## src/hdl/btpm_pkg.sv

```systemverilog
// Shared types, constants and helper functions of the ballistic true-peak meter.
`default_nettype none

package btpm_pkg;

    localparam int CHANNELS   = 2;
    localparam int MAX_BLOCK  = 4096;
    localparam int CH_W       = 1;
    localparam int SAMPLE_W   = 24;
    localparam int LEVEL_W    = 23;
    localparam int COEF_W     = 24;
    localparam int POW_W      = COEF_W + 1;
    localparam int SUM_W      = 58;
    localparam int LEN_W      = $clog2(MAX_BLOCK + 1);
    localparam int MUL_W      = 26;
    localparam int PROD_W     = 2 * MUL_W;
    localparam int ACC_W      = 34;
    localparam int ROOT_W     = SUM_W / 2;
    localparam int SQREM_W    = ROOT_W + 2;
    localparam int CNT_W      = 6;
    localparam int NUM_CFG    = 4;
    localparam int CFG_IDX_W  = 2;
    localparam int NUM_LEVELS = 3;

    localparam logic [LEVEL_W-1:0] LEVEL_MAX = {LEVEL_W{1'b1}};
    localparam logic [SUM_W-1:0]   SUM_MAX   = {SUM_W{1'b1}};
    localparam logic [POW_W-1:0]   POW_ONE   = POW_W'(1) << COEF_W;
    localparam logic signed [SAMPLE_W-1:0] FULL_SCALE_POS = 24'sd4194304;
    localparam logic signed [SAMPLE_W-1:0] FULL_SCALE_NEG = -24'sd4194304;

    // configuration register indexes
    localparam logic [CFG_IDX_W-1:0] CFG_PEAK_ATT = 2'd0;
    localparam logic [CFG_IDX_W-1:0] CFG_PEAK_REL = 2'd1;
    localparam logic [CFG_IDX_W-1:0] CFG_RMS_ATT  = 2'd2;
    localparam logic [CFG_IDX_W-1:0] CFG_RMS_REL  = 2'd3;

    localparam logic [COEF_W-1:0] CFG_RESET [NUM_CFG] =
        '{24'd16733582, 24'd16776342, 24'd16772848, 24'd16776633};

    // smoothed level slots
    localparam logic [1:0] LVL_PEAK = 2'd0;
    localparam logic [1:0] LVL_RMS  = 2'd1;
    localparam logic [1:0] LVL_TRUE = 2'd2;

    localparam logic OP_SAMPLE    = 1'b0;
    localparam logic OP_CLEAR_CLIP = 1'b1;

    typedef struct packed {
        logic                       operation;
        logic [CH_W-1:0]            channel;
        logic signed [SAMPLE_W-1:0] sample;
        logic                       last;
    } req_t;

    typedef struct packed {
        logic [CH_W-1:0]    out_channel;
        logic [LEVEL_W-1:0] peak_level;
        logic [LEVEL_W-1:0] rms_level;
        logic [LEVEL_W-1:0] true_peak_level;
        logic               clip_held;
    } rsp_t;

    typedef enum logic [4:0] {
        ST_IDLE,
        ST_SQ,
        ST_SQACC,
        ST_TMUL,
        ST_TACC,
        ST_TCMP,
        ST_LAST,
        ST_DIV,
        ST_SQRT,
        ST_SMSEL,
        ST_POW,
        ST_POWR,
        ST_POWB,
        ST_POWB2,
        ST_SMMUL,
        ST_SMRES,
        ST_EMIT
    } state_t;

    // Catmull-Rom weights x128 for phase k/4, tap j
    function automatic logic signed [7:0] interp_weight(input logic [1:0] k,
                                                        input logic [1:0] j);
        logic signed [7:0] w;
        case ({k, j})
            4'b01_00: w = -8'sd9;
            4'b01_01: w = 8'sd111;
            4'b01_10: w = 8'sd29;
            4'b01_11: w = -8'sd3;
            4'b10_00: w = -8'sd8;
            4'b10_01: w = 8'sd72;
            4'b10_10: w = 8'sd72;
            4'b10_11: w = -8'sd8;
            4'b11_00: w = -8'sd3;
            4'b11_01: w = 8'sd29;
            4'b11_10: w = 8'sd111;
            4'b11_11: w = -8'sd9;
            default:  w = 8'sd0;
        endcase
        return w;
    endfunction

    // (p + 2^23) >> 24 for a non-negative Q0.24 product
    function automatic logic [POW_W-1:0] round_q24(input logic signed [PROD_W-1:0] p);
        logic [PROD_W-1:0] t;
        t = $unsigned(p) + (PROD_W'(1) << (COEF_W - 1));
        return t[COEF_W +: POW_W];
    endfunction

endpackage

`default_nettype wire

```

## src/hdl/btpm_mul.sv

```systemverilog
// Shared signed multiplier with registered product.
`default_nettype none

module btpm_mul (
    input  wire logic                                  clk,
    input  wire logic signed [btpm_pkg::MUL_W-1:0]     a,
    input  wire logic signed [btpm_pkg::MUL_W-1:0]     b,
    output logic signed [btpm_pkg::PROD_W-1:0]         p
);
    import btpm_pkg::*;

    logic signed [PROD_W-1:0] p_reg;

    always_ff @(posedge clk)
    begin
        p_reg <= a * b;
    end

    assign p = p_reg;

endmodule

`default_nettype wire

```

## src/hdl/ballistic_true_peak_meter.sv

```systemverilog
// Top level of the ballistic block meter with 4x cubic true-peak estimate.
`default_nettype none

// Two-channel level meter. Each sample item folds into its channel's block
// peak, sum of squares and interpolated true peak; an item flagged last
// closes the block and one result item carries the smoothed levels. All
// multiplies use one shared 26x26 multiplier under a small sequencer,
// and req_stall stays high until the item is done. A sample computes up to
// two interpolated segments. Block end adds a bit-serial divide and square
// root, then for each of the three levels raises the coefficient to the block
// length by square and multiply, then hands over the result, waiting while
// rsp_stall holds a pending result. A clear item is taken without a stall.
// Configuration writes apply at once.
module ballistic_true_peak_meter (
    input  wire logic                              clk,
    input  wire logic                              rst_n,
    input  wire logic                              req_valid,
    output logic                                   req_stall,
    input  wire btpm_pkg::req_t                    req,
    output logic                                   rsp_valid,
    input  wire logic                              rsp_stall,
    output btpm_pkg::rsp_t                         rsp,
    input  wire logic                              cfg_we,
    input  wire logic [btpm_pkg::CFG_IDX_W-1:0]    cfg_index,
    input  wire logic [btpm_pkg::COEF_W-1:0]       cfg_data
);
    import btpm_pkg::*;

    state_t state_reg, state_next;

    logic [COEF_W-1:0] cfg_reg [NUM_CFG];

    logic [LEVEL_W-1:0] sm_reg   [NUM_LEVELS][CHANNELS];
    logic [LEVEL_W-1:0] sm_next  [NUM_LEVELS][CHANNELS];
    logic [LEVEL_W-1:0] bpk_reg  [CHANNELS];
    logic [LEVEL_W-1:0] bpk_next [CHANNELS];
    logic [LEVEL_W-1:0] btp_reg  [CHANNELS];
    logic [LEVEL_W-1:0] btp_next [CHANNELS];
    logic [SUM_W-1:0]   sum_reg  [CHANNELS];
    logic [SUM_W-1:0]   sum_next [CHANNELS];
    logic [LEN_W-1:0]   len_reg  [CHANNELS];
    logic [LEN_W-1:0]   len_next [CHANNELS];
    logic signed [SAMPLE_W-1:0] older_reg [CHANNELS];
    logic signed [SAMPLE_W-1:0] older_next[CHANNELS];
    logic signed [SAMPLE_W-1:0] rec0_reg  [CHANNELS];
    logic signed [SAMPLE_W-1:0] rec0_next [CHANNELS];
    logic signed [SAMPLE_W-1:0] rec1_reg  [CHANNELS];
    logic signed [SAMPLE_W-1:0] rec1_next [CHANNELS];
    logic [1:0] hcnt_reg   [CHANNELS];
    logic [1:0] hcnt_next  [CHANNELS];
    logic [1:0] hstart_reg [CHANNELS];
    logic [1:0] hstart_next[CHANNELS];
    logic [1:0] phase_reg  [CHANNELS];
    logic [1:0] phase_next [CHANNELS];
    logic clip_reg, clip_next;

    logic [CH_W-1:0] ch_reg, ch_next;
    logic last_reg, last_next;
    logic signed [SAMPLE_W-1:0] x_reg, x_next;
    logic signed [SAMPLE_W-1:0] tap_reg  [2][4];
    logic signed [SAMPLE_W-1:0] tap_next [2][4];
    logic [1:0] seg_en_reg, seg_en_next;
    logic seg_reg, seg_next;
    logic [1:0] k_reg, k_next;
    logic [1:0] j_reg, j_next;
    logic signed [ACC_W-1:0] acc_reg, acc_next;
    logic [SUM_W-1:0] dvd_reg, dvd_next;
    logic [SQREM_W-1:0] rem_reg, rem_next;
    logic [ROOT_W-1:0] root_reg, root_next;
    logic [CNT_W-1:0] cnt_reg, cnt_next;
    logic [LEN_W-1:0] n_reg, n_next;
    logic [LEN_W-1:0] nsh_reg, nsh_next;
    logic [POW_W-1:0] pr_reg, pr_next;
    logic [POW_W-1:0] pb_reg, pb_next;
    logic [1:0] lvl_reg, lvl_next;
    logic [LEVEL_W-1:0] rmst_reg, rmst_next;
    rsp_t out_reg, out_next;
    logic out_valid_reg, out_valid_next;

    logic signed [MUL_W-1:0] mul_a, mul_b;
    logic signed [PROD_W-1:0] prod;

    // helpers
    logic [1:0] a_k, a_hs;
    logic signed [SAMPLE_W-1:0] a_x;
    logic [SAMPLE_W:0] a_abs;
    logic [LEVEL_W-1:0] a_mag;
    logic [SUM_W:0] sq_sum;
    logic [ACC_W-1:0] acc_abs;
    logic [ACC_W-1:0] acc_rnd;
    logic [LEVEL_W-1:0] tp_mag;
    logic [LEN_W:0] div_rem_sh;
    logic [SQREM_W+1:0] sq_rem_sh, sq_trial;
    logic [LEVEL_W-1:0] cur_lvl, tgt_lvl, diff_lvl;
    logic [COEF_W-1:0] att_c, rel_c;
    logic [POW_W-1:0] m_val;
    logic [POW_W:0] res_val;
    logic emit_ok;

    btpm_mul u_mul (
        .clk (clk),
        .a   (mul_a),
        .b   (mul_b),
        .p   (prod)
    );

    // current and target of the level being smoothed
    always_comb
    begin
        cur_lvl = sm_reg[lvl_reg][ch_reg];
        case (lvl_reg)
            LVL_PEAK: tgt_lvl = bpk_reg[ch_reg];
            LVL_RMS:  tgt_lvl = rmst_reg;
            default:  tgt_lvl = (btp_reg[ch_reg] > bpk_reg[ch_reg]) ?
                                btp_reg[ch_reg] : bpk_reg[ch_reg];
        endcase
        diff_lvl = (cur_lvl >= tgt_lvl) ? cur_lvl - tgt_lvl : tgt_lvl - cur_lvl;
        att_c = (lvl_reg == LVL_RMS) ? cfg_reg[CFG_RMS_ATT] : cfg_reg[CFG_PEAK_ATT];
        rel_c = (lvl_reg == LVL_RMS) ? cfg_reg[CFG_RMS_REL] : cfg_reg[CFG_PEAK_REL];
    end

    assign emit_ok = !out_valid_reg || !rsp_stall;

    // next state
    always_comb
    begin
        state_next = state_reg;
        case (state_reg)
            ST_IDLE:
            begin
                if (req_valid && req.operation == OP_SAMPLE)
                begin
                    state_next = ST_SQ;
                end
            end
            ST_SQ:    state_next = ST_SQACC;
            ST_SQACC: state_next = (seg_en_reg != 2'b00) ? ST_TMUL : ST_LAST;
            ST_TMUL:  state_next = ST_TACC;
            ST_TACC:  state_next = (j_reg == 2'd3) ? ST_TCMP : ST_TMUL;
            ST_TCMP:
            begin
                if (k_reg != 2'd3 || (!seg_reg && seg_en_reg[1]))
                begin
                    state_next = ST_TMUL;
                end
                else
                begin
                    state_next = ST_LAST;
                end
            end
            ST_LAST:  state_next = last_reg ? ST_DIV : ST_IDLE;
            ST_DIV:   state_next = (cnt_reg == CNT_W'(SUM_W - 1)) ? ST_SQRT : ST_DIV;
            ST_SQRT:  state_next = (cnt_reg == CNT_W'(ROOT_W - 1)) ? ST_SMSEL : ST_SQRT;
            ST_SMSEL: state_next = ST_POW;
            ST_POW:
            begin
                if (nsh_reg == '0)
                begin
                    state_next = ST_SMMUL;
                end
                else if (nsh_reg[0])
                begin
                    state_next = ST_POWR;
                end
                else
                begin
                    state_next = ST_POWB;
                end
            end
            ST_POWR:  state_next = ST_POWB;
            ST_POWB:  state_next = ST_POWB2;
            ST_POWB2: state_next = ST_POW;
            ST_SMMUL: state_next = ST_SMRES;
            ST_SMRES: state_next = (lvl_reg == LVL_TRUE) ? ST_EMIT : ST_SMSEL;
            ST_EMIT:  state_next = emit_ok ? ST_IDLE : ST_EMIT;
            default:  state_next = ST_IDLE;
        endcase
    end

    // datapath and outputs
    always_comb
    begin
        sm_next = sm_reg;
        bpk_next = bpk_reg;
        btp_next = btp_reg;
        sum_next = sum_reg;
        len_next = len_reg;
        older_next = older_reg;
        rec0_next = rec0_reg;
        rec1_next = rec1_reg;
        hcnt_next = hcnt_reg;
        hstart_next = hstart_reg;
        phase_next = phase_reg;
        clip_next = clip_reg;
        ch_next = ch_reg;
        last_next = last_reg;
        x_next = x_reg;
        tap_next = tap_reg;
        seg_en_next = seg_en_reg;
        seg_next = seg_reg;
        k_next = k_reg;
        j_next = j_reg;
        acc_next = acc_reg;
        dvd_next = dvd_reg;
        rem_next = rem_reg;
        root_next = root_reg;
        cnt_next = cnt_reg;
        n_next = n_reg;
        nsh_next = nsh_reg;
        pr_next = pr_reg;
        pb_next = pb_reg;
        lvl_next = lvl_reg;
        rmst_next = rmst_reg;
        out_next = out_reg;
        out_valid_next = out_valid_reg && rsp_stall;
        mul_a = '0;
        mul_b = '0;
        req_stall = (state_reg != ST_IDLE);

        a_x = req.sample;
        a_k = phase_reg[req.channel];
        a_hs = (a_k == 2'd0) ? hcnt_reg[req.channel] : hstart_reg[req.channel];
        a_abs = a_x[SAMPLE_W-1] ? -{a_x[SAMPLE_W-1], a_x} : {a_x[SAMPLE_W-1], a_x};
        a_mag = (a_abs > (SAMPLE_W+1)'(LEVEL_MAX)) ? LEVEL_MAX : a_abs[LEVEL_W-1:0];

        sq_sum = {1'b0, sum_reg[ch_reg]} + (SUM_W+1)'(prod[2*SAMPLE_W-1:0]);

        acc_abs = acc_reg[ACC_W-1] ? $unsigned(-acc_reg) : $unsigned(acc_reg);
        acc_rnd = (acc_abs + ACC_W'(64)) >> 7;
        tp_mag = (acc_rnd > ACC_W'(LEVEL_MAX)) ? LEVEL_MAX : acc_rnd[LEVEL_W-1:0];

        div_rem_sh = {rem_reg[LEN_W-1:0], dvd_reg[SUM_W-1]};

        sq_rem_sh = {rem_reg, dvd_reg[SUM_W-1 -: 2]};
        sq_trial = (SQREM_W+2)'({root_reg, 2'b01});

        m_val = round_q24(prod);
        res_val = (cur_lvl >= tgt_lvl) ? (POW_W+1)'(tgt_lvl) + (POW_W+1)'(m_val)
                                       : (POW_W+1)'(tgt_lvl) - (POW_W+1)'(m_val);

        case (state_reg)
            ST_IDLE:
            begin
                if (req_valid)
                begin
                    if (req.operation == OP_CLEAR_CLIP)
                    begin
                        clip_next = 1'b0;
                    end
                    else
                    begin
                        if (a_x >= FULL_SCALE_POS || a_x <= FULL_SCALE_NEG)
                        begin
                            clip_next = 1'b1;
                        end
                        ch_next = req.channel;
                        last_next = req.last;
                        x_next = a_x;
                        hstart_next[req.channel] = a_hs;
                        if (a_mag > bpk_reg[req.channel])
                        begin
                            bpk_next[req.channel] = a_mag;
                        end
                        if (len_reg[req.channel] < LEN_W'(MAX_BLOCK))
                        begin
                            len_next[req.channel] = len_reg[req.channel] + 1'b1;
                        end
                        // segment ending at this sample
                        seg_en_next[0] = (a_k == 2'd1 && a_hs == 2'd2) || a_k[1];
                        tap_next[0][0] = (a_k == 2'd3 || a_hs != 2'd0) ?
                                         older_reg[req.channel] : rec0_reg[req.channel];
                        tap_next[0][1] = rec0_reg[req.channel];
                        tap_next[0][2] = rec1_reg[req.channel];
                        tap_next[0][3] = a_x;
                        // block-end segment with far neighbour clamped
                        seg_en_next[1] = req.last &&
                                         ((a_k == 2'd0 && a_hs == 2'd2) || a_k != 2'd0);
                        tap_next[1][0] = (a_k != 2'd1 || a_hs != 2'd0) ?
                                         rec0_reg[req.channel] : rec1_reg[req.channel];
                        tap_next[1][1] = rec1_reg[req.channel];
                        tap_next[1][2] = a_x;
                        tap_next[1][3] = a_x;
                        older_next[req.channel] = rec0_reg[req.channel];
                        rec0_next[req.channel] = rec1_reg[req.channel];
                        rec1_next[req.channel] = a_x;
                        if (hcnt_reg[req.channel] != 2'd2)
                        begin
                            hcnt_next[req.channel] = hcnt_reg[req.channel] + 1'b1;
                        end
                        if (a_k != 2'd3)
                        begin
                            phase_next[req.channel] = a_k + 1'b1;
                        end
                    end
                end
            end
            ST_SQ:
            begin
                mul_a = MUL_W'(x_reg);
                mul_b = MUL_W'(x_reg);
            end
            ST_SQACC:
            begin
                sum_next[ch_reg] = (sq_sum > (SUM_W+1)'(SUM_MAX)) ? SUM_MAX
                                                                 : sq_sum[SUM_W-1:0];
                seg_next = !seg_en_reg[0];
                k_next = 2'd1;
                j_next = 2'd0;
                acc_next = '0;
            end
            ST_TMUL:
            begin
                mul_a = MUL_W'(interp_weight(k_reg, j_reg));
                mul_b = MUL_W'(tap_reg[seg_reg][j_reg]);
            end
            ST_TACC:
            begin
                acc_next = acc_reg + $signed(prod[ACC_W-1:0]);
                j_next = j_reg + 1'b1;
            end
            ST_TCMP:
            begin
                if (tp_mag > btp_reg[ch_reg])
                begin
                    btp_next[ch_reg] = tp_mag;
                end
                j_next = 2'd0;
                acc_next = '0;
                if (k_reg != 2'd3)
                begin
                    k_next = k_reg + 1'b1;
                end
                else
                begin
                    k_next = 2'd1;
                    seg_next = 1'b1;
                end
            end
            ST_LAST:
            begin
                n_next = (len_reg[ch_reg] == '0) ? LEN_W'(1) : len_reg[ch_reg];
                dvd_next = sum_reg[ch_reg];
                rem_next = '0;
                cnt_next = '0;
            end
            ST_DIV:
            begin
                // restoring divide, one quotient bit a cycle
                if (div_rem_sh >= {1'b0, n_reg})
                begin
                    rem_next = SQREM_W'(div_rem_sh - {1'b0, n_reg});
                    dvd_next = {dvd_reg[SUM_W-2:0], 1'b1};
                end
                else
                begin
                    rem_next = SQREM_W'(div_rem_sh);
                    dvd_next = {dvd_reg[SUM_W-2:0], 1'b0};
                end
                cnt_next = cnt_reg + 1'b1;
                if (cnt_reg == CNT_W'(SUM_W - 1))
                begin
                    rem_next = '0;
                    root_next = '0;
                    cnt_next = '0;
                end
            end
            ST_SQRT:
            begin
                // square root, one result bit a cycle
                if (sq_rem_sh >= sq_trial)
                begin
                    rem_next = SQREM_W'(sq_rem_sh - sq_trial);
                    root_next = {root_reg[ROOT_W-2:0], 1'b1};
                end
                else
                begin
                    rem_next = SQREM_W'(sq_rem_sh);
                    root_next = {root_reg[ROOT_W-2:0], 1'b0};
                end
                dvd_next = {dvd_reg[SUM_W-3:0], 2'b00};
                cnt_next = cnt_reg + 1'b1;
                rmst_next = (root_next > ROOT_W'(LEVEL_MAX)) ? LEVEL_MAX
                                                             : root_next[LEVEL_W-1:0];
                lvl_next = LVL_PEAK;
            end
            ST_SMSEL:
            begin
                pr_next = POW_ONE;
                pb_next = POW_W'((tgt_lvl > cur_lvl) ? att_c : rel_c);
                nsh_next = n_reg;
            end
            ST_POW:
            begin
                mul_a = MUL_W'(pr_reg);
                mul_b = MUL_W'(pb_reg);
            end
            ST_POWR:
            begin
                pr_next = round_q24(prod);
            end
            ST_POWB:
            begin
                mul_a = MUL_W'(pb_reg);
                mul_b = MUL_W'(pb_reg);
            end
            ST_POWB2:
            begin
                pb_next = round_q24(prod);
                nsh_next = nsh_reg >> 1;
            end
            ST_SMMUL:
            begin
                mul_a = MUL_W'(diff_lvl);
                mul_b = MUL_W'(pr_reg);
            end
            ST_SMRES:
            begin
                sm_next[lvl_reg][ch_reg] = (res_val > (POW_W+1)'(LEVEL_MAX)) ? LEVEL_MAX
                                           : res_val[LEVEL_W-1:0];
                lvl_next = lvl_reg + 1'b1;
            end
            ST_EMIT:
            begin
                if (emit_ok)
                begin
                    out_next.out_channel = ch_reg;
                    out_next.peak_level = sm_reg[LVL_PEAK][ch_reg];
                    out_next.rms_level = sm_reg[LVL_RMS][ch_reg];
                    out_next.true_peak_level = sm_reg[LVL_TRUE][ch_reg];
                    out_next.clip_held = clip_reg;
                    out_valid_next = 1'b1;
                    bpk_next[ch_reg] = '0;
                    btp_next[ch_reg] = '0;
                    sum_next[ch_reg] = '0;
                    len_next[ch_reg] = '0;
                    phase_next[ch_reg] = 2'd0;
                end
            end
            default:
            begin
                req_stall = 1'b1;
            end
        endcase
    end

    always_ff @(posedge clk or negedge rst_n)
    begin
        if (!rst_n)
        begin
            state_reg <= ST_IDLE;
            for (int i = 0; i < NUM_CFG; i++)
            begin
                cfg_reg[i] <= CFG_RESET[i];
            end
            for (int c = 0; c < CHANNELS; c++)
            begin
                for (int l = 0; l < NUM_LEVELS; l++)
                begin
                    sm_reg[l][c] <= '0;
                end
                bpk_reg[c] <= '0;
                btp_reg[c] <= '0;
                sum_reg[c] <= '0;
                len_reg[c] <= '0;
                older_reg[c] <= '0;
                rec0_reg[c] <= '0;
                rec1_reg[c] <= '0;
                hcnt_reg[c] <= '0;
                hstart_reg[c] <= '0;
                phase_reg[c] <= '0;
            end
            clip_reg <= 1'b0;
            out_valid_reg <= 1'b0;
            seg_en_reg <= '0;
            seg_reg <= 1'b0;
            k_reg <= '0;
            j_reg <= '0;
            cnt_reg <= '0;
            lvl_reg <= '0;
            nsh_reg <= '0;
        end
        else
        begin
            state_reg <= state_next;
            if (cfg_we)
            begin
                cfg_reg[cfg_index] <= cfg_data;
            end
            sm_reg <= sm_next;
            bpk_reg <= bpk_next;
            btp_reg <= btp_next;
            sum_reg <= sum_next;
            len_reg <= len_next;
            older_reg <= older_next;
            rec0_reg <= rec0_next;
            rec1_reg <= rec1_next;
            hcnt_reg <= hcnt_next;
            hstart_reg <= hstart_next;
            phase_reg <= phase_next;
            clip_reg <= clip_next;
            out_valid_reg <= out_valid_next;
            seg_en_reg <= seg_en_next;
            seg_reg <= seg_next;
            k_reg <= k_next;
            j_reg <= j_next;
            cnt_reg <= cnt_next;
            lvl_reg <= lvl_next;
            nsh_reg <= nsh_next;
        end
    end

    // working payload
    always_ff @(posedge clk)
    begin
        ch_reg <= ch_next;
        last_reg <= last_next;
        x_reg <= x_next;
        tap_reg <= tap_next;
        acc_reg <= acc_next;
        dvd_reg <= dvd_next;
        rem_reg <= rem_next;
        root_reg <= root_next;
        n_reg <= n_next;
        pr_reg <= pr_next;
        pb_reg <= pb_next;
        rmst_reg <= rmst_next;
        out_reg <= out_next;
    end

    assign rsp_valid = out_valid_reg;
    assign rsp = out_reg;

endmodule

`default_nettype wire
```

## config.mk

```make
export PLATFORM = sky130hd
export DESIGN_NAME = ballistic_true_peak_meter
export DESIGN_NICKNAME = d
export VERILOG_FILES = /design/src/hdl/btpm_pkg.sv /design/src/hdl/btpm_mul.sv /design/src/hdl/ballistic_true_peak_meter.sv
export SDC_FILE = /design/constraint.sdc
export NUM_CORES = 2
export LEC_CHECK = 0
export ABC_AREA = 1
export BUFFER_PORTS_ARGS = -buffer_cell sky130_fd_sc_hd__buf_2
export CORE_MARGIN = 3
export CORE_UTILIZATION = 45
export DETAILED_ROUTE_END_ITERATION = 12
export GPL_TIMING_DRIVEN = 0
export PLACE_DENSITY = 0.61
export SKIP_LAST_GASP = 1
export SLEW_MARGIN = 20
export SYNTH_ARGS = -nofsm -noshare
export SYNTH_HDL_FRONTEND = slang
export SYNTH_HIERARCHICAL = 1
export SYNTH_SLANG_ARGS = --single-unit
```

## constraint.sdc

```tcl
create_clock -name clk -period 13.2 [get_ports clk]
set_input_delay 0.66 -clock clk [delete_from_list [all_inputs] [get_ports clk]]
set_output_delay 0.66 -clock clk [all_outputs]
set_load 0.01 [all_outputs]
```

### Yosys cells after proc, flatten, opt, wreduce, memory -nomap -nowiden

Memory sizes are Yosys's and may differ from the RTL's.
Index checks and enable logic that the tools add are counted.

| operators by class | value |
|---|---|
| add/sub/neg operators | 19 |
| multipliers | 1 |
| order comparisons | 25 |
| equal/unequal tests | 38 |
| muxes and demuxes | 166 |
| bitwise logic cells | 16 |
| reductions and logical operators | 56 |

Operator list:

| cell | count |
|---|---|
| 23-bit 2-to-1 mux | 28 |
| 24-bit 2-to-1 mux | 18 |
| 46-bit 2-to-1 mux | 9 |
| 58-bit 2-to-1 mux | 5 |
| 96-bit 2-to-1 mux | 3 |
| 116-bit one-hot mux with 2 select lines | 1 |
| 46-bit one-hot mux with 2 select lines | 2 |
| 58-bit one-hot mux with 3 select lines | 1 |
| 48-bit bitwise mux | 3 |
| 138-bit bitwise mux | 1 |
| 26-bit 2-to-1 mux | 5 |
| 26-bit one-hot mux with 5 select lines | 1 |
| 116-bit AND | 1 |
| 116-bit bitwise mux | 1 |
| 116-bit 2-to-1 mux | 1 |
| 116-bit inverter | 1 |
| 13-bit 2-to-1 mux | 8 |
| 26-bit one-hot mux with 4 select lines | 1 |
| 25-bit one-hot mux with 2 select lines | 2 |
| 96-bit bitwise mux | 1 |
| 31-bit 2-to-1 mux | 3 |
| 31-bit one-hot mux with 3 select lines | 1 |
| 46-bit AND | 2 |
| 46-bit binary-select mux with 2-bit select | 1 |
| other kinds (95) | 221 |

| storage, ports and cells | value |
|---|---|
| bits in registers | 1139 |
| memory bits (read-only) | 128 |
| input port bits | 58 |
| output and inout port bits | 73 |
| logic and storage cells | 383 |
| memories | 1 |

Memory list:

| name | words | width | rd ports | clocked after memory_dff | wr ports | line | source |
|---|---|---|---|---|---|---|---|
| (name not given) | 16 | 8 | 1 | 0 | 0 | btpm_pkg.sv:87 | `case ({k, j})` |

### Depth between registers and ports, before layout

| logic depth | value |
|---|---|
| word-level depth | 12 |
| gate-level depth with buffers | 71 |
| mapped depth without buffers | 64 |

### Cells and area by module

Netlist, hierarchy kept.

Modules (own cells, without submodules):

| module | times used | cells each | area an instance (um^2) | sequential area each (um^2) |
|---|---|---|---|---|
| ballistic_true_peak_meter | 1 | 8131 | 64499.4 | 29523.3 |
| btpm_mul | 1 | 3556 | 27609.0 | 1041.0 |

### Worst setup path after synthesis

Ideal clock, no wire load.

| timing path | value |
|---|---|
| path type | reg-to-reg |
| start point | register ch_reg |
| end point | register u_mul.p_reg[44], in the netlist u_mul/p[44] |
| library setup time | 113 ps |
| data arrival time | 11371 ps |
| required time | 13087 ps |
| path slack | 1716 ps |
| cell stages (with the launch flop) | 64 |
| path buffers | 10 |
| period minus slack after synthesis | 11484 ps |
| cell sequence | edfxtp_1 -> clkbuf_1 -> clkbuf_1 -> clkbuf_1 -> clkbuf_1 -> clkbuf_1 -> clkbuf_1 -> nand2_1 -> o21ai_0 -> ha_1 -> nand2_1 -> inv_1 -> nand2_1 -> nand2_1 -> nand2_1 -> nand2_1 -> nand2_1 -> nand3_1 -> [... 28 more ...] -> fa_1 -> inv_1 -> fa_1 -> fa_1 -> inv_1 -> fa_1 -> inv_1 -> ha_1 -> nand2_1 -> inv_1 -> a21oi_2 -> nor2_1 -> nor2_1 -> nand2_1 -> nand2_1 -> nand3_1 -> nand2_1 -> nand2_1 |

| between the ends | value |
|---|---|
| longest elaborated chain between the ends | 11 |
| elaborated cells between the ends (all ways) | 19 |
| those cells by class | 2 x add/sub; 1 x mul; 2 x order compare; 13 x mux; 1 x bitwise |

Ends and longest elaborated chain:

| what | line | source |
|---|---|---|
| start, declared | ballistic_true_peak_meter.sv:57 | `logic [CH_W-1:0] ch_reg, ch_next;` |
| start signal, assigned | ballistic_true_peak_meter.sv:515 | `ch_reg <= ch_next;` |
| 1-bit inverter with 2-bit output (not written as such) (*) | -- |  |
| 23-bit 2-to-1 mux (on tied branches) (3 in series) | ballistic_true_peak_meter.sv:114, ballistic_true_peak_meter.sv:115, ballistic_true_peak_meter.sv:112 |  |
| 23-bit greater-than comparator | ballistic_true_peak_meter.sv:114 | `default: tgt_lvl = (btp_reg[ch_reg] > bpk_reg[ch_reg]) ?` |
| 23-bit 2-to-1 mux | ballistic_true_peak_meter.sv:114 |  |
| 23-bit one-hot mux with 2 select lines | ballistic_true_peak_meter.sv:111 | `case (lvl_reg)` |
| 23-bit subtractor or 23-bit >= comparator (tied branches) | ballistic_true_peak_meter.sv:117 | `diff_lvl = (cur_lvl >= tgt_lvl) ? cur_lvl - tgt_lvl : tgt_lvl - cur_lvl;` |
| 23-bit 2-to-1 mux (*) | ballistic_true_peak_meter.sv:117 |  |
| 26-bit one-hot mux with 5 select lines (*) | ballistic_true_peak_meter.sv:241 | `case (state_reg)` |
| named net mul_a[20] | ballistic_true_peak_meter.sv:80 | `logic signed [MUL_W-1:0] mul_a, mul_b;` |
| 26-bit by 26-bit multiplier with 49-bit output (*) | btpm_mul.sv:16 | `p_reg <= a * b;` |
| end signal, assigned | btpm_mul.sv:16 |  |
| end, declared | btpm_mul.sv:12 | `logic signed [PROD_W-1:0] p_reg;` |

Mark *: on every way through the listed nets, which the timed path passes. The rest lies on a longest branch. The select of a mux whose other input is x is not followed.
A chain may end at the register's enable or synchronous reset.

### Final worst setup path

| timing path | value |
|---|---|
| start point | register lvl_reg[1] |
| end point | register u_mul.p_reg[44], in the netlist u_mul/p[44] |

| between the ends | value |
|---|---|
| longest elaborated chain between the ends | 11 |
| elaborated cells between the ends (all ways) | 16 |
| those cells by class | 2 x add/sub; 1 x mul; 1 x order compare; 1 x eq/ne; 9 x mux; 1 x bitwise; 1 x reduce/logical |

Ends and longest elaborated chain:

| what | line | source |
|---|---|---|
| start, declared | ballistic_true_peak_meter.sv:75 | `logic [1:0] lvl_reg, lvl_next;` |
| start signal, assigned | ballistic_true_peak_meter.sv:507 | `lvl_reg <= lvl_next;` |
| 2-bit inverter with 3-bit output (not written as such) | ballistic_true_peak_meter.sv:110 | `cur_lvl = sm_reg[lvl_reg][ch_reg];` |
| 46-bit binary-select mux with 2-bit select | ballistic_true_peak_meter.sv:110 |  |
| 46-bit 2-to-1 mux (not written as such) (2 in series) | ballistic_true_peak_meter.sv:110 |  |
| 23-bit 2-to-1 mux (not written as such) (3 in series) | ballistic_true_peak_meter.sv:110 |  |
| 23-bit subtractor or 23-bit >= comparator (tied branches) | ballistic_true_peak_meter.sv:117 |  |
| 23-bit 2-to-1 mux (*) | ballistic_true_peak_meter.sv:117 |  |
| 26-bit one-hot mux with 5 select lines (*) | ballistic_true_peak_meter.sv:241 |  |
| named net mul_a[8] | ballistic_true_peak_meter.sv:80 |  |
| 26-bit by 26-bit multiplier with 49-bit output (*) | btpm_mul.sv:16 |  |

Marks and branches as above.

==> out/qor.csv <==
stage;metric;value;unit
synth;post-synthesis cell count;11533;
synth;Post-Synthesis Net Count;12718;
timing;final-report setup violation count;0;
cells_and_area;area growth from synthesis to layout;11.0;%
critical_path;largest fanout of any net on the critical path;11;
synth;average cell area after synthesis;7.90;sq um
timing;transition time of the tightest slew-check pin;1430;ps
run_status;violations in the final reports;max-capacitance violations;
clock_tree;CTS Root Cell;sky130_fd_sc_hd__clkbuf_16;
floorplan;die outline width;456;um
critical_path;Worst EP required;13900;ps
run_status;outcome;finished, violations left;
place;post-detailed-placement half-perimeter wirelength;275000;um
clock_tree;clock tree from TritonCTS;yes;
place;GP Congestion;1.01;
drt;final WL;344000;um
grt;via count of the first global-routing pass;79622;
synth;netlist area before placement;91100;sq um
min_path;Hold Crit Depth;2;
drt;Post-route DRC;0;
cells_and_area;flip-flop count of the largest register, all copies and words added;138;
critical_path;cell count of the worst reg-to-reg path;51;
clock_tree;CTS Sinks;1139;
cells_and_area;final standard cell utilization of the core;50.4;%
grt;antenna violations before repair;11;
clock_tree;Clock Latency Late Sink;810;ps
drt;length of the first detailed-routing pass in iterations;7;
floorplan;number of placement rows;164;
critical_path;Crit path top cell by count;sky130_fd_sc_hd__nand2_1;
timing;maximum achievable frequency;77.9;MHz
floorplan;number of primary I/O pins;131;
timing;fin. max-slew vios;0;
floorplan;Core Box Area;200000;sq um
grt;GRT Residual Overflow;0;
drt;post-route ant nets;0;
cells_and_area;layout cell share with drive strength beyond 1;7.29;%
floorplan;DIE HEIGHT;456;um
timing;final setup skew;49.3;ps
critical_path;Critical Path Sink Type;register;
timing;Rel. slew slack;1.90;%
clock_tree;clk slew on worst S/H paths;60;ps
synth;warning count from the yosys run;6;
flow_run;count of maximum capacitance violations;1;
clock_tree;maximum count of clock buffers along a single path;3;
cells_and_area;Layout Nets;13021;
timing;setup repair after global routing missed its margin;false;
timing;Final Hold Viols;0;
min_path;hold crit path type;in2reg;
drt;routed len/inst;23.6;um
grt;global-route wire length before repair;511000;um
clock_tree;CTS H-tree depth;4;
floorplan;total die area;208000;sq um
drt;detail-routed via count per cell;5.52;
floorplan;Initial Utilization;45.4;%
grt;pin count of the biggest net entering global routing;102;
grt;global router's overall resource usage;32.7;%
drt;number of design-rule violations left by the first detailed-router iteration;8361;
timing;final clock period utilization by the worst path;97.3;%
critical_path;WP data arrival;13540;ps
critical_path;startpoint type of the worst setup path;register;
critical_path;Critical Setup Path Class;reg2reg;
drt;total vias in the final route;80700;
place;number of input and output port buffers inserted;130;
critical_path;standard cell with the maximum stage delay on the critical path;sky130_fd_sc_hd__ha_2;
clock_tree;number of CTS-inserted buffers;132;
critical_path;delay contributed by the slowest stage of the critical path;720;ps
timing;shortest clock period the worst path allows after layout;12840;ps
critical path: cells and delay by family, from the launching register on:
family	cells	cell delay [ps]
AOI/OAI and AO/OA	3	680
xor gates and xnor gates	1	190
adders and majority gates	10	5140
buffers and inverters	17	3580
DFF	1	450
and+or+nand+nor	20	2610
area by class of cell:
class | count | area, sq um
Fill cell | 19455 | 99400
Buffer | 489 | 2300
Clock inverter | 68 | 798
Sequential cell | 1139 | 30500
Inverter | 1999 | 7520
Antenna cell | 11 | 27.5
Multi-Input combinational cell | 7893 | 51600
Timing Repair Buffer | 182 | 1370
Tap cell | 2656 | 3320
Clock buffer | 175 | 3670
worst paths after layout:
path / from / endpoint / slack (ps)
min: req_valid / clip_reg$_DFFE_PN0P_ / 70
max in group asynchronous: rst_n / sum_reg[23]$_DFFE_PN0P_ / 10620
max: lvl_reg[1]$_DFFE_PN0P_ / u_mul/p[44]$_DFF_P_ / 360
max reg2reg: lvl_reg[1]$_DFFE_PN0P_ / u_mul/p[44]$_DFF_P_ / 360
min reg2reg: clip_reg$_DFFE_PN0P_ / rsp[0]$_DFFE_PP_ / 460
min in group asynchronous: rst_n / rec0_reg[9]$_DFFE_PN0P_ / 340
metrics by stage:
step	hold slack (ps)	setup TNS, ps	instance area, sq um	setup slack [ps]	cells
after floorplan	364	0	91100	1720	11533
after global placement	432	-1855680	95100	-5370	14319
after detailed placement	444	-330150	95600	-5410	14337
after CTS	0.409	0	101000	52.6	14595
after global routing	74.4	0	101000	40.9	14603
final	67.9	0	101000	359	14612
cells in the final DEF, fill, tap and decap left out, drive strengths merged, types with 52 or more instances in the layout:
cell	instances
xnor2	101
inv	1995
nor3	78
nand3	243
ha	429
o22ai	84
a21oi	425
edfxtp	431
buf	242
xor2	137
dfrtp	587
nand4	65
dfstp	72
clkbuf	599
fa	698
a22o	56
o211ai	86
nor2	743
o21ai	920
o221ai	75
a31oi	52
nand2	3433
layer usage:
| layer | up-vias | global-route usage, % | wire, um |
|---|---|---|---|
| li1 | 36908 | - | - |
| met1 | 39607 | 44.8 | 145000 |
| met2 | 3506 | 50.0 | 150000 |
| met3 | 675 | 6.43 | 30700 |
| met4 | 4 | 15.4 | 18400 |
| met5 | - | 0 | 27 |
repair_timing:
action,in CTS,in global routing
setup endpoints to repair,186,31
hold buffers,2,0
hold endpoints to repair,43,0
pin swaps,12,9
setup buffers,25,6
resized for setup,226,136
Power is not shown: default switching activity piles up to over one toggle a cycle in this logic, so the estimate is an artifact.
